===== src/hw/rtl/rsc_pkg.sv =====
package rsc_pkg;

   localparam int MAX_COLUMNS = 32;
   localparam int MAX_ROWS    = 65536;

   localparam int WORD_W   = 32;
   localparam int IDX_W    = 21;
   localparam int COLCFG_W = 6;
   localparam int SEL_W    = 5;
   localparam int POS_W    = $clog2(MAX_COLUMNS);
   localparam int CNT_W    = $clog2(MAX_COLUMNS + 1);
   localparam int ADDR_W   = POS_W + 1;
   localparam int KEPT_W   = $clog2(MAX_ROWS + 1);
   localparam int CSR_W    = 2;

   typedef enum logic [CSR_W-1:0] {
      CSR_COLUMN_COUNT  = 2'd0,
      CSR_SELECT_COLUMN = 2'd1,
      CSR_THRESHOLD     = 2'd2
   } csr_index_type;

   typedef struct packed {
      logic              has_row;
      logic              has_count;
      logic              bank;
      logic [CNT_W-1:0]  cols;
      logic [IDX_W-1:0]  base;
      logic [KEPT_W-1:0] kept;
   } cmd_type;

   typedef struct packed {
      logic              en;
      logic [ADDR_W-1:0] addr;
      logic [WORD_W-1:0] data;
   } buf_wr_type;

   typedef struct packed {
      logic en;
      logic bank;
   } release_type;

endpackage


===== src/hw/rtl/rsc_front.sv =====
module rsc_front (
   input  logic                            clock,
   input  logic                            reset,
   input  logic                            csr_write_en,
   input  logic [rsc_pkg::CSR_W-1:0]       csr_index,
   input  logic [rsc_pkg::WORD_W-1:0]      csr_data,
   input  logic                            req_valid,
   output logic                            req_stall,
   input  logic signed [rsc_pkg::WORD_W-1:0] req_value,
   input  logic                            req_table_end,
   input  logic                            queue_full,
   output logic                            push_valid,
   output rsc_pkg::cmd_type                push_cmd,
   input  rsc_pkg::release_type            rel,
   output rsc_pkg::buf_wr_type             buf_wr
);

   logic [rsc_pkg::COLCFG_W-1:0]      cols_ff, cols_in;
   logic [rsc_pkg::SEL_W-1:0]         sel_ff, sel_in;
   logic signed [rsc_pkg::WORD_W-1:0] thr_ff, thr_in;
   logic [rsc_pkg::POS_W-1:0]         pos_ff, pos_in;
   logic                              selected_ff, selected_in;
   logic [rsc_pkg::KEPT_W-1:0]        kept_ff, kept_in;
   logic [rsc_pkg::IDX_W-1:0]         base_ff, base_in;
   logic                              bank_ff, bank_in;
   logic [1:0]                        busy_ff, busy_in;

   logic [rsc_pkg::CNT_W-1:0]  eff_cols;
   logic                       accept;
   logic                       sel_now;
   logic                       row_done;
   logic                       keep;
   logic [rsc_pkg::KEPT_W-1:0] kept_next;

   always_comb begin
      if (cols_ff == '0) begin
         eff_cols = rsc_pkg::CNT_W'(1);
      end else if (cols_ff > rsc_pkg::COLCFG_W'(rsc_pkg::MAX_COLUMNS)) begin
         eff_cols = rsc_pkg::CNT_W'(rsc_pkg::MAX_COLUMNS);
      end else begin
         eff_cols = rsc_pkg::CNT_W'(cols_ff);
      end
   end

   assign req_stall = queue_full || busy_ff[bank_ff];
   assign accept    = req_valid && !req_stall;
   assign sel_now   = (rsc_pkg::SEL_W'(pos_ff) == sel_ff) ? (req_value > thr_ff) : selected_ff;
   assign row_done  = (rsc_pkg::CNT_W'(pos_ff) + rsc_pkg::CNT_W'(1)) >= eff_cols;
   assign keep      = row_done && sel_now && (kept_ff < rsc_pkg::KEPT_W'(rsc_pkg::MAX_ROWS));
   assign kept_next = kept_ff + rsc_pkg::KEPT_W'(keep);

   assign push_valid         = accept && (keep || req_table_end);
   assign push_cmd.has_row   = keep;
   assign push_cmd.has_count = req_table_end;
   assign push_cmd.bank      = bank_ff;
   assign push_cmd.cols      = eff_cols;
   assign push_cmd.base      = base_ff;
   assign push_cmd.kept      = kept_next;

   assign buf_wr.en   = accept;
   assign buf_wr.addr = {bank_ff, pos_ff};
   assign buf_wr.data = req_value;

   always_comb begin
      cols_in = cols_ff;
      sel_in  = sel_ff;
      thr_in  = thr_ff;
      if (csr_write_en) begin
         case (csr_index)
            rsc_pkg::CSR_COLUMN_COUNT:  cols_in = csr_data[rsc_pkg::COLCFG_W-1:0];
            rsc_pkg::CSR_SELECT_COLUMN: sel_in  = csr_data[rsc_pkg::SEL_W-1:0];
            rsc_pkg::CSR_THRESHOLD:     thr_in  = csr_data;
            default: ;
         endcase
      end
   end

   always_comb begin
      pos_in      = pos_ff;
      selected_in = selected_ff;
      kept_in     = kept_ff;
      base_in     = base_ff;
      bank_in     = bank_ff;
      busy_in     = busy_ff;
      if (rel.en) begin
         busy_in[rel.bank] = 1'b0;
      end
      if (accept) begin
         pos_in      = row_done ? '0 : pos_ff + rsc_pkg::POS_W'(1);
         selected_in = row_done ? 1'b0 : sel_now;
         kept_in     = kept_next;
         if (keep) begin
            base_in          = base_ff + rsc_pkg::IDX_W'(eff_cols);
            bank_in          = ~bank_ff;
            busy_in[bank_ff] = 1'b1;
         end
         if (req_table_end) begin
            pos_in      = '0;
            selected_in = 1'b0;
            kept_in     = '0;
            base_in     = '0;
         end
      end
   end

   always_ff @(posedge clock) begin
      if (reset) begin
         cols_ff     <= rsc_pkg::COLCFG_W'(1);
         sel_ff      <= '0;
         thr_ff      <= '0;
         pos_ff      <= '0;
         selected_ff <= 1'b0;
         kept_ff     <= '0;
         base_ff     <= '0;
         bank_ff     <= 1'b0;
         busy_ff     <= '0;
      end else begin
         cols_ff     <= cols_in;
         sel_ff      <= sel_in;
         thr_ff      <= thr_in;
         pos_ff      <= pos_in;
         selected_ff <= selected_in;
         kept_ff     <= kept_in;
         base_ff     <= base_in;
         bank_ff     <= bank_in;
         busy_ff     <= busy_in;
      end
   end

endmodule


===== src/hw/rtl/rsc_cmd_queue.sv =====
module rsc_cmd_queue (
   input  logic             clock,
   input  logic             reset,
   input  logic             push_valid,
   input  rsc_pkg::cmd_type push_cmd,
   output logic             full,
   output logic             head_valid,
   output rsc_pkg::cmd_type head,
   input  logic             pop
);

   rsc_pkg::cmd_type entry_ff [2];
   logic             wr_ptr_ff, wr_ptr_in;
   logic             rd_ptr_ff, rd_ptr_in;
   logic [1:0]       occ_ff, occ_in;

   assign full       = occ_ff == 2'd2;
   assign head_valid = occ_ff != 2'd0;
   assign head       = entry_ff[rd_ptr_ff];

   always_comb begin
      wr_ptr_in = push_valid ? ~wr_ptr_ff : wr_ptr_ff;
      rd_ptr_in = pop ? ~rd_ptr_ff : rd_ptr_ff;
      occ_in    = occ_ff + 2'(push_valid) - 2'(pop);
   end

   always_ff @(posedge clock) begin
      if (push_valid) begin
         entry_ff[wr_ptr_ff] <= push_cmd;
      end
   end

   always_ff @(posedge clock) begin
      if (reset) begin
         wr_ptr_ff <= 1'b0;
         rd_ptr_ff <= 1'b0;
         occ_ff    <= '0;
      end else begin
         wr_ptr_ff <= wr_ptr_in;
         rd_ptr_ff <= rd_ptr_in;
         occ_ff    <= occ_in;
      end
   end

   assert property (@(posedge clock) disable iff (reset) full |-> !push_valid || pop)
      else $error("command pushed into full queue");
   assert property (@(posedge clock) disable iff (reset) pop |-> head_valid)
      else $error("command popped from empty queue");

endmodule


===== src/hw/rtl/rsc_back.sv =====
module rsc_back (
   input  logic                         clock,
   input  logic                         reset,
   input  rsc_pkg::buf_wr_type          buf_wr,
   input  logic                         head_valid,
   input  rsc_pkg::cmd_type             head,
   output logic                         pop,
   output rsc_pkg::release_type         rel,
   output logic                         rsp_valid,
   input  logic                         rsp_stall,
   output logic                         rsp_kind,
   output logic signed [rsc_pkg::WORD_W-1:0] rsp_value_res,
   output logic [rsc_pkg::IDX_W-1:0]    rsp_out_index,
   output logic                         rsp_run_last
);

   typedef struct packed {
      logic                      kind;
      logic [rsc_pkg::IDX_W-1:0] index;
      logic                      last;
      logic [rsc_pkg::WORD_W-1:0] value;
   } rsp_type;

   logic [rsc_pkg::WORD_W-1:0] row_mem [2*rsc_pkg::MAX_COLUMNS];
   logic [rsc_pkg::WORD_W-1:0] rd_data_ff;

   logic [rsc_pkg::CNT_W-1:0] word_ff, word_in;
   logic                      stg_valid_ff, stg_valid_in;
   rsp_type                   stg_ff, stg_in;
   rsp_type                   fifo_ff [2];
   rsp_type                   fifo_entry;
   logic                      head_ptr_ff, head_ptr_in;
   logic                      tail_ptr_ff, tail_ptr_in;
   logic [1:0]                occ_ff, occ_in;

   logic       out_pop;
   logic [2:0] fill_next;
   logic       room;
   logic       row_phase;
   logic       last_word;
   logic       issue;
   logic       issue_rd;
   logic       cmd_done;

   assign out_pop   = rsp_valid && !rsp_stall;
   assign fill_next = 3'(occ_ff) + 3'(stg_valid_ff) - 3'(out_pop);
   assign room      = fill_next < 3'd2;
   assign row_phase = head.has_row && (word_ff < head.cols);
   assign last_word = word_ff == (head.cols - rsc_pkg::CNT_W'(1));
   assign issue     = head_valid && room;
   assign issue_rd  = issue && row_phase;
   assign cmd_done  = issue && (row_phase ? (last_word && !head.has_count) : 1'b1);
   assign pop       = cmd_done;
   assign rel.en    = issue_rd && last_word;
   assign rel.bank  = head.bank;

   always_ff @(posedge clock) begin
      if (buf_wr.en) begin
         row_mem[buf_wr.addr] <= buf_wr.data;
      end
      if (issue_rd) begin
         rd_data_ff <= row_mem[{head.bank, word_ff[rsc_pkg::POS_W-1:0]}];
      end
   end

   always_comb begin
      word_in = word_ff;
      if (cmd_done) begin
         word_in = '0;
      end else if (issue) begin
         word_in = word_ff + rsc_pkg::CNT_W'(1);
      end
      stg_valid_in = issue;
      stg_in.kind  = !row_phase;
      stg_in.index = row_phase ? head.base + rsc_pkg::IDX_W'(word_ff) : '0;
      stg_in.last  = cmd_done;
      stg_in.value = rsc_pkg::WORD_W'(head.kept);
   end

   always_comb begin
      fifo_entry       = stg_ff;
      fifo_entry.value = stg_ff.kind ? stg_ff.value : rd_data_ff;
      tail_ptr_in      = stg_valid_ff ? ~tail_ptr_ff : tail_ptr_ff;
      head_ptr_in      = out_pop ? ~head_ptr_ff : head_ptr_ff;
      occ_in           = occ_ff + 2'(stg_valid_ff) - 2'(out_pop);
   end

   always_ff @(posedge clock) begin
      stg_ff <= stg_in;
      if (stg_valid_ff) begin
         fifo_ff[tail_ptr_ff] <= fifo_entry;
      end
   end

   always_ff @(posedge clock) begin
      if (reset) begin
         word_ff      <= '0;
         stg_valid_ff <= 1'b0;
         head_ptr_ff  <= 1'b0;
         tail_ptr_ff  <= 1'b0;
         occ_ff       <= '0;
      end else begin
         word_ff      <= word_in;
         stg_valid_ff <= stg_valid_in;
         head_ptr_ff  <= head_ptr_in;
         tail_ptr_ff  <= tail_ptr_in;
         occ_ff       <= occ_in;
      end
   end

   assign rsp_valid     = occ_ff != 2'd0;
   assign rsp_kind      = fifo_ff[head_ptr_ff].kind;
   assign rsp_value_res = fifo_ff[head_ptr_ff].value;
   assign rsp_out_index = fifo_ff[head_ptr_ff].index;
   assign rsp_run_last  = fifo_ff[head_ptr_ff].last;

   assert property (@(posedge clock) disable iff (reset) occ_ff != 2'd3)
      else $error("result buffer occupancy out of range");
   assert property (@(posedge clock) disable iff (reset)
      stg_valid_ff && (occ_ff == 2'd2) |-> out_pop)
      else $error("result buffer overflow");
   assert property (@(posedge clock) disable iff (reset) cmd_done |=> word_ff == '0)
      else $error("word counter not cleared after command");
   assert property (@(posedge clock) disable iff (reset) rel.en |-> head.has_row)
      else $error("bank released by a command without a row");

endmodule


===== src/hw/rtl/row_select_compaction.sv =====
// Output path: after the transfer of its last input word, a kept row's words pass the
// command queue, the row-buffer read and staging registers and the result buffer; the count
// result follows the row words of the same transfer. Throughput: one input word per cycle, one
// result per cycle while rsp_stall is low; the two-bank row buffer lets a row fill while the
// previous kept row drains, input stalls when both banks are pending or the two-entry command
// queue is full. Reset: synchronous; returns row state, counters, queue pointers and settings to defaults.
module row_select_compaction (
   input  logic                              clock,
   input  logic                              reset,
   input  logic                              csr_write_en,
   input  logic [rsc_pkg::CSR_W-1:0]         csr_index,
   input  logic [rsc_pkg::WORD_W-1:0]        csr_data,
   input  logic                              req_valid,
   output logic                              req_stall,
   input  logic signed [rsc_pkg::WORD_W-1:0] req_value,
   input  logic                              req_table_end,
   output logic                              rsp_valid,
   input  logic                              rsp_stall,
   output logic                              rsp_kind,
   output logic signed [rsc_pkg::WORD_W-1:0] rsp_value_res,
   output logic [rsc_pkg::IDX_W-1:0]         rsp_out_index,
   output logic                              rsp_run_last
);

   logic                 push_valid;
   rsc_pkg::cmd_type     push_cmd;
   logic                 queue_full;
   logic                 head_valid;
   rsc_pkg::cmd_type     head;
   logic                 pop;
   rsc_pkg::release_type rel;
   rsc_pkg::buf_wr_type  buf_wr;

   rsc_front u_front (
      .clock         (clock),
      .reset         (reset),
      .csr_write_en  (csr_write_en),
      .csr_index     (csr_index),
      .csr_data      (csr_data),
      .req_valid     (req_valid),
      .req_stall     (req_stall),
      .req_value     (req_value),
      .req_table_end (req_table_end),
      .queue_full    (queue_full),
      .push_valid    (push_valid),
      .push_cmd      (push_cmd),
      .rel           (rel),
      .buf_wr        (buf_wr)
   );

   rsc_cmd_queue u_queue (
      .clock      (clock),
      .reset      (reset),
      .push_valid (push_valid),
      .push_cmd   (push_cmd),
      .full       (queue_full),
      .head_valid (head_valid),
      .head       (head),
      .pop        (pop)
   );

   rsc_back u_back (
      .clock         (clock),
      .reset         (reset),
      .buf_wr        (buf_wr),
      .head_valid    (head_valid),
      .head          (head),
      .pop           (pop),
      .rel           (rel),
      .rsp_valid     (rsp_valid),
      .rsp_stall     (rsp_stall),
      .rsp_kind      (rsp_kind),
      .rsp_value_res (rsp_value_res),
      .rsp_out_index (rsp_out_index),
      .rsp_run_last  (rsp_run_last)
   );

endmodule


===== config.mk =====
export PLATFORM = sky130hd
export DESIGN_NAME = row_select_compaction
export DESIGN_NICKNAME = d
export VERILOG_FILES = /design/src/hw/rtl/rsc_pkg.sv /design/src/hw/rtl/rsc_front.sv /design/src/hw/rtl/rsc_cmd_queue.sv /design/src/hw/rtl/rsc_back.sv /design/src/hw/rtl/row_select_compaction.sv
export SDC_FILE = /design/constraint.sdc
export NUM_CORES = 2
export LEC_CHECK = 0
export CAP_MARGIN = 25
export CORE_UTILIZATION = 55
export DETAILED_ROUTE_END_ITERATION = 16
export DONT_BUFFER_PORTS = 1
export HOLD_SLACK_MARGIN = 0.06
export PLACE_DENSITY_LB_ADDON = 0.05
export SYNTH_ARGS = -nofsm -noshare
export SYNTH_HDL_FRONTEND = slang
export SYNTH_SLANG_ARGS = --single-unit

===== constraint.sdc =====
create_clock -name clock -period 5.2 [get_ports clock]
set_input_delay 0.26 -clock clock [delete_from_list [all_inputs] [get_ports clock]]
set_output_delay 0.26 -clock clock [all_outputs]
set_load 0.02 [all_outputs]

== Word-level counts from Yosys, hierarchy flattened ==
Memory sizes are Yosys's and may differ from the RTL's. A register that Yosys moved wholly into a read port is not among the register bits.
Cells that the tools add are included.
Cells by class
  add/sub/neg operators: 13
  $lt $le $gt $ge: 10
  equal/unequal tests: 5
  muxes and demuxes: 31
  bitwise gates (word level): 8
  reductions and logical operators: 30
Operators with widths (count)
  21-bit by 6-bit adder with 21-bit output: 2
  21-bit 2-to-1 mux: 2
  32-bit greater-than comparator: 1
  32-bit 2-to-1 mux: 1
  1-bit 2-to-1 mux: 18
  17-bit by 1-bit adder with 17-bit output: 1
  17-bit less-than comparator (second input constant): 1
  17-bit 2-to-1 mux: 1
  1-bit logical AND: 13
  6-bit 2-to-1 mux: 2
  5-bit 2-to-1 mux: 2
  2-bit AND reduction: 5
  5-bit by 1-bit adder with 6-bit output (second input constant): 1
  6-bit by 1-bit adder with 6-bit output (second input constant): 1
  6-bit == test: 1
  6-bit greater-or-equal comparator: 1
  6-bit greater-than comparator (second input constant): 1
  6-bit logical NOT: 1
  6-bit less-than comparator: 1
  2-bit 2-to-1 mux: 3
  2-bit nonzero test: 3
  6-bit by 1-bit subtractor with 6-bit output (second input constant): 1
  5-bit by 1-bit adder with 5-bit output (second input constant): 1
  5-bit == test: 1
  18 further kinds: 32
Storage, ports and cells
  register bits: 145
  bits in writable memories: 2252
  input bits: 72
  output and inout bits: 57
  logic and storage cells: 121
  memories: 3
Memory list
  u_back.row_mem: words 64, width 32, read ports 1, clocked after memory_dff 1, write ports 1, line rsc_back.sv:24  | logic [rsc_pkg::WORD_W-1:0] row_mem [2*rsc_pkg::MAX_COLUMNS];
  u_back.fifo_ff: words 2, width 55, read ports 1, clocked after memory_dff 1, write ports 1, line rsc_back.sv:30  | rsp_type fifo_ff [2];
  u_queue.entry_ff: words 2, width 47, read ports 1, clocked after memory_dff 1, write ports 1, line rsc_cmd_queue.sv:12  | rsc_pkg::cmd_type entry_ff [2];

== Longest topological paths before layout ==
  word-level depth: 11
  mapped depth: 23
  mapped depth without buffers: 21

== By module ==
From an unflattened synthesis, not the netlist that was laid out.
Second synthesis, totals
  cells, all modules: 4789
  area total of the unflattened synthesis: 95166.3 µm²
By module, submodules not included
  rsc_back: instances 1, cells each 3895, area an instance 85789.8 µm², sequential area each 66804.1 µm²
  rsc_front: instances 1, cells each 727, area an instance 5642.9 µm², sequential area each 1801.7 µm²
  rsc_cmd_queue: instances 1, cells each 167, area an instance 3733.6 µm², sequential area each 2922.8 µm²

== Worst setup path after synthesis ==
No wires, ideal clock.
  path type: register to register
  start: reg (tool-made name)
  end: reg u_back.rd_data_ff[0] in the netlist's numbering (read register of u_back.row_mem), enable pin
  setup time: 0.421 ns
  arrival: 4.650 ns
  required time: 4.779 ns
  setup slack: 0.129 ns
  stages on the path, launching flop included: 16
  buffers on the path: 6
  period minus slack after synthesis: 5.071 ns
  path through: dfxtp_1 buf_4 buf_4 buf_2 buf_1 buf_1 mux2i_1 ha_1 nor2b_1 o21a_1 o21a_1 o21a_1 o21ai_0 nand2_1 clkbuf_1 nor2_1
RTL lines
  end, declared: line rsc_back.sv:25  | logic [rsc_pkg::WORD_W-1:0] rd_data_ff;

==> summary.txt <==
status = finished, final reports clean
Slew headroom = 0.2258
Total GRT Usage = 0.2690
Mapped Nets = 4438
post-synthesis register bit count = 2431
cell taking the most area after synthesis = edfxtp_1
Num CTS Buffers = 237
TritonRoute pass-1 iters = 6
Distinct cells, synth = 81
Final Hold Vio Count = 0
clock root cell = clkbuf_16
vias = 44296
leak pwr = 0.03303 uW
CTS sink cnt = 2431
die width = 415.7 um
fmax = 213.6 MHz
Residual DRC = 0
worst-margin pin slew = 1.158 ns
CP arrival = 5.28 ns
WS Path Type = flip-flop to flip-flop
Worst VDD drop = 467.4 uV
share of layout cells above drive strength 1 = 0.2845
sequential cell area = 71550 sq um
initial antenna violation count = 58
Layout area overhead = 14.00%
Hold Path Origin = csr_data[30]
reg-to-reg startpoint = u_front.pos_ff[0]
global-route wire length before repair = 326400 um
Final Power = 47500 uW
met3 GRT Util = 0.07104
GP Congestion = 0.8443
setup repair after global routing missed its margin = no
Setup TNS = 0 ns
TritonCTS clock tree = done
Yosys top cell area share = 0.7287
io pins = 129
synthesized area per cell = 21.90 sq um
ANT nets after route = 0
Seq/Total Area, Yosys = 0.7600
WL/cell = 32.44 um
GR Util met2 = 0.4202
GRT busiest layer = met2
Worst Path Required = 5.80 ns
Final Cycle Share = 0.9004
port bufs = 0
Worst path most repeated cell = ha_1
async set or reset register ratio after synthesis = 0
Slowest-stage cell, CP = dfxtp_1
Primary FF master, synth = edfxtp_1
Final setup viols = 0
Iter 0 DRT Violations = 4695
Initial Util = 0.5547
Synth area leaders = edfxtp_1 (73%), mux4_2 (16%), dfxtp_1 (3.1%)
area of the multi-input gates = 21940 sq um
clock buffer depth = 3
max-cap violations = 0
final WL = 228800 um
FP Rows = 151
startpoint types = flip-flop
Ys Warns = 0
met1 Use GR = 0.3798
clk_lat worst skew = 0.88 ns
vias in the first global route = 44852
maximum number of pins on one net before global-route repair = 89
power density cells = 442.7 nW/um^2
Worst Path Max Fanout = 9
Congestion Overflow GR = 0
core area = 169700 sq um
# nets final = 4736
number of synthesized flops with an enable pin = 2284
area of the mapped netlist = 94120 sq um
fin. max-slew vios = 0
CTS H-tree depth = 4
Setup Fix Bufs, Post-CTS = 0
Tmin final = 4.682 ns
Post-Syn Instances = 4298
Hold WC Path Type = primary input to flip-flop
Crit. End Element = flip-flop
CP Launch Point = u_front.pos_ff[0]
Layout Skew = 0.03406 ns
Critical Path, Cell by Cell = ha_1 > nand3_1 > xnor2_1 > ha_1 > nand2_1 > nor2_1 > a31oi_1 > nor4b_2 > o2bb2ai_1 > nor2_2 > inv_1 > ha_1 > ha_1 > nand3_1 > or3_1 > nor2_1 > and3_1 > and3_1 > xor2_1
post-DP HPWL = 130600 um
die area = 172800 sq um
clock transition at the registers of the reported paths = 0.06 ns
drt via density = 6.280
fillcell total = 11478
CP max stage delay = 0.54 ns
Die Y = 415.7 um
## synthesized netlist by cell type, drive strengths merged, types with 4 or more instances
library cell,count
o21ai,30
o21a,10
nand2b,4
edfxtp,2284
dfxtp,147
nor2,162
mux4,672
buf,73
nor4b,4
nand3b,7
or3,13
a31oi,6
or4,4
a21oi,82
nor2b,30
mux2,97
o311ai,4
or2,5
xor2,28
a22oi,6
xnor2,29
nand4,17
inv,65
nor3b,6
nand3,26
ha,65
a211oi,4
and2,10
nor4,8
nand2,130
o211ai,7
nor3,18
mux2i,29
a22o,6
clkbuf,135
a21o,14
and3,14
## flip-flops by register name (all words and copies together) (netlist names), 2 cells and up, named ones only
signal and count:
u_back.word_ff 6, u_back.fifo_entry 23, u_back.occ_ff 2, u_back.fifo_ff 110, u_back.stg_ff 17, u_queue.entry_ff 94, u_front.thr_ff 32, u_front.sel_ff 5
u_front.busy_ff 2, u_front.base_ff 21, u_back.rd_data_ff 32, u_back.row_mem 2048, u_queue.occ_ff 2, u_front.cols_ff 6, u_front.kept_ff 17, u_front.pos_ff 5
## layout by cell type, fill, tap and decap left out, types with 28 or more instances in the layout
| cell | count |
|---|---|
| buf_4 | 111 |
| nor2_4 | 66 |
| nand2_1 | 130 |
| a21oi_1 | 81 |
| xor2_1 | 28 |
| xnor2_1 | 28 |
| mux4_2 | 672 |
| nor2b_1 | 29 |
| nor2_1 | 93 |
| buf_16 | 34 |
| mux2_2 | 96 |
| clkinv_2 | 56 |
| clkbuf_16 | 243 |
| edfxtp_1 | 2284 |
| dlygate4sd3_1 | 95 |
| clkinv_1 | 45 |
| diode_2 | 42 |
| inv_1 | 65 |
| ha_1 | 65 |
| clkbuf_1 | 63 |
| dfxtp_1 | 139 |
## metal layers
metal	wire, um	vias up
met2	110200	1531
met1	93110	23785
met4	5130	40
met3	20140	333
met5	270	-
li1	-	18607
## timing repair
action | CTS | global route
hold endpoints to repair | 2149 | 0
gates resized for setup | 0 | 0
hold buffers | 128 | 0
## critical path, delay by kind of cell (launching register included)
family | cells | cell delay (ns)
AND/OR/NAND/NOR | 10 | 2.02
adder cells (fa/ha/maj) | 4 | 1.00
flip-flops | 1 | 0.54
AO/OA/AOI/OAI | 2 | 0.46
XOR/XNOR | 2 | 0.28
buffers and inverters | 1 | 0.10
## per-stage QoR
| step | hold WS, ns | utilization | area, sq um | worst slack [ns] | std cells |
|---|---|---|---|---|---|
| floorplan | 0.3589 | - | 94120 | 0.1289 | 4298 |
| global placement | 0.3432 | 0.5766 | 97830 | 0.6622 | 6443 |
| detailed placement | 0.3435 | 0.5767 | 97850 | 0.5283 | 6444 |
| CTS | 0.06077 | 0.6314 | 107100 | 0.4973 | 7009 |
| global route | 0.1214 | 0.6319 | 107200 | 0.09183 | 7023 |
| finish | 0.1155 | 0.6324 | 107300 | 0.5182 | 7054 |
## kinds of logic (layout without fill, tap and decap cells)
family / after synthesis / count (layout) / share of synthesized area
compound gates: 207 / 207 / 0.01423
mux: 798 / 798 / 0.1757
buf+inv: 274 / 770 / 0.01223
fa+ha+maj: 68 / 68 / 0.009279
other cells: 0 / 42 / 0
simple gates: 463 / 463 / 0.02316
flops: 2431 / 2431 / 0.7600
xor+xnor: 57 / 57 / 0.005384
## final timing paths
kind,cells past startpoint,slack [ns],end
max,19,0.52,u_queue.entry_ff[0][16]
min,3,0.12,u_front.thr_ff[30]
max reg2reg,19,0.52,u_queue.entry_ff[0][16]
min reg2reg,0,0.43,u_back.fifo_ff[0][44]
## final cells by class
cell class / count / share of cell area
Antenna cell: 42 / 0.0009796
Clock buffer: 312 / 0.05965
Clock inverter: 125 / 0.009457
Inverter: 66 / 0.002309
Multi-Input combinational cell: 1593 / 0.2045
Sequential cell: 2431 / 0.6669
Tap cell: 2218 / 0.02587
Timing Repair Buffer: 267 / 0.03034
## power by group
part           switching [uW]  total, uW  leakage (uW)  internal, uW
Sequential                430      22600        0.0218         22200
Combinational            4310       8470       0.00756          4150
Clock                    7190      16400       0.00366          9250
Total                   11900      47500        0.0330         35600
No activity file was read; power rests on OpenSTA's default activity.
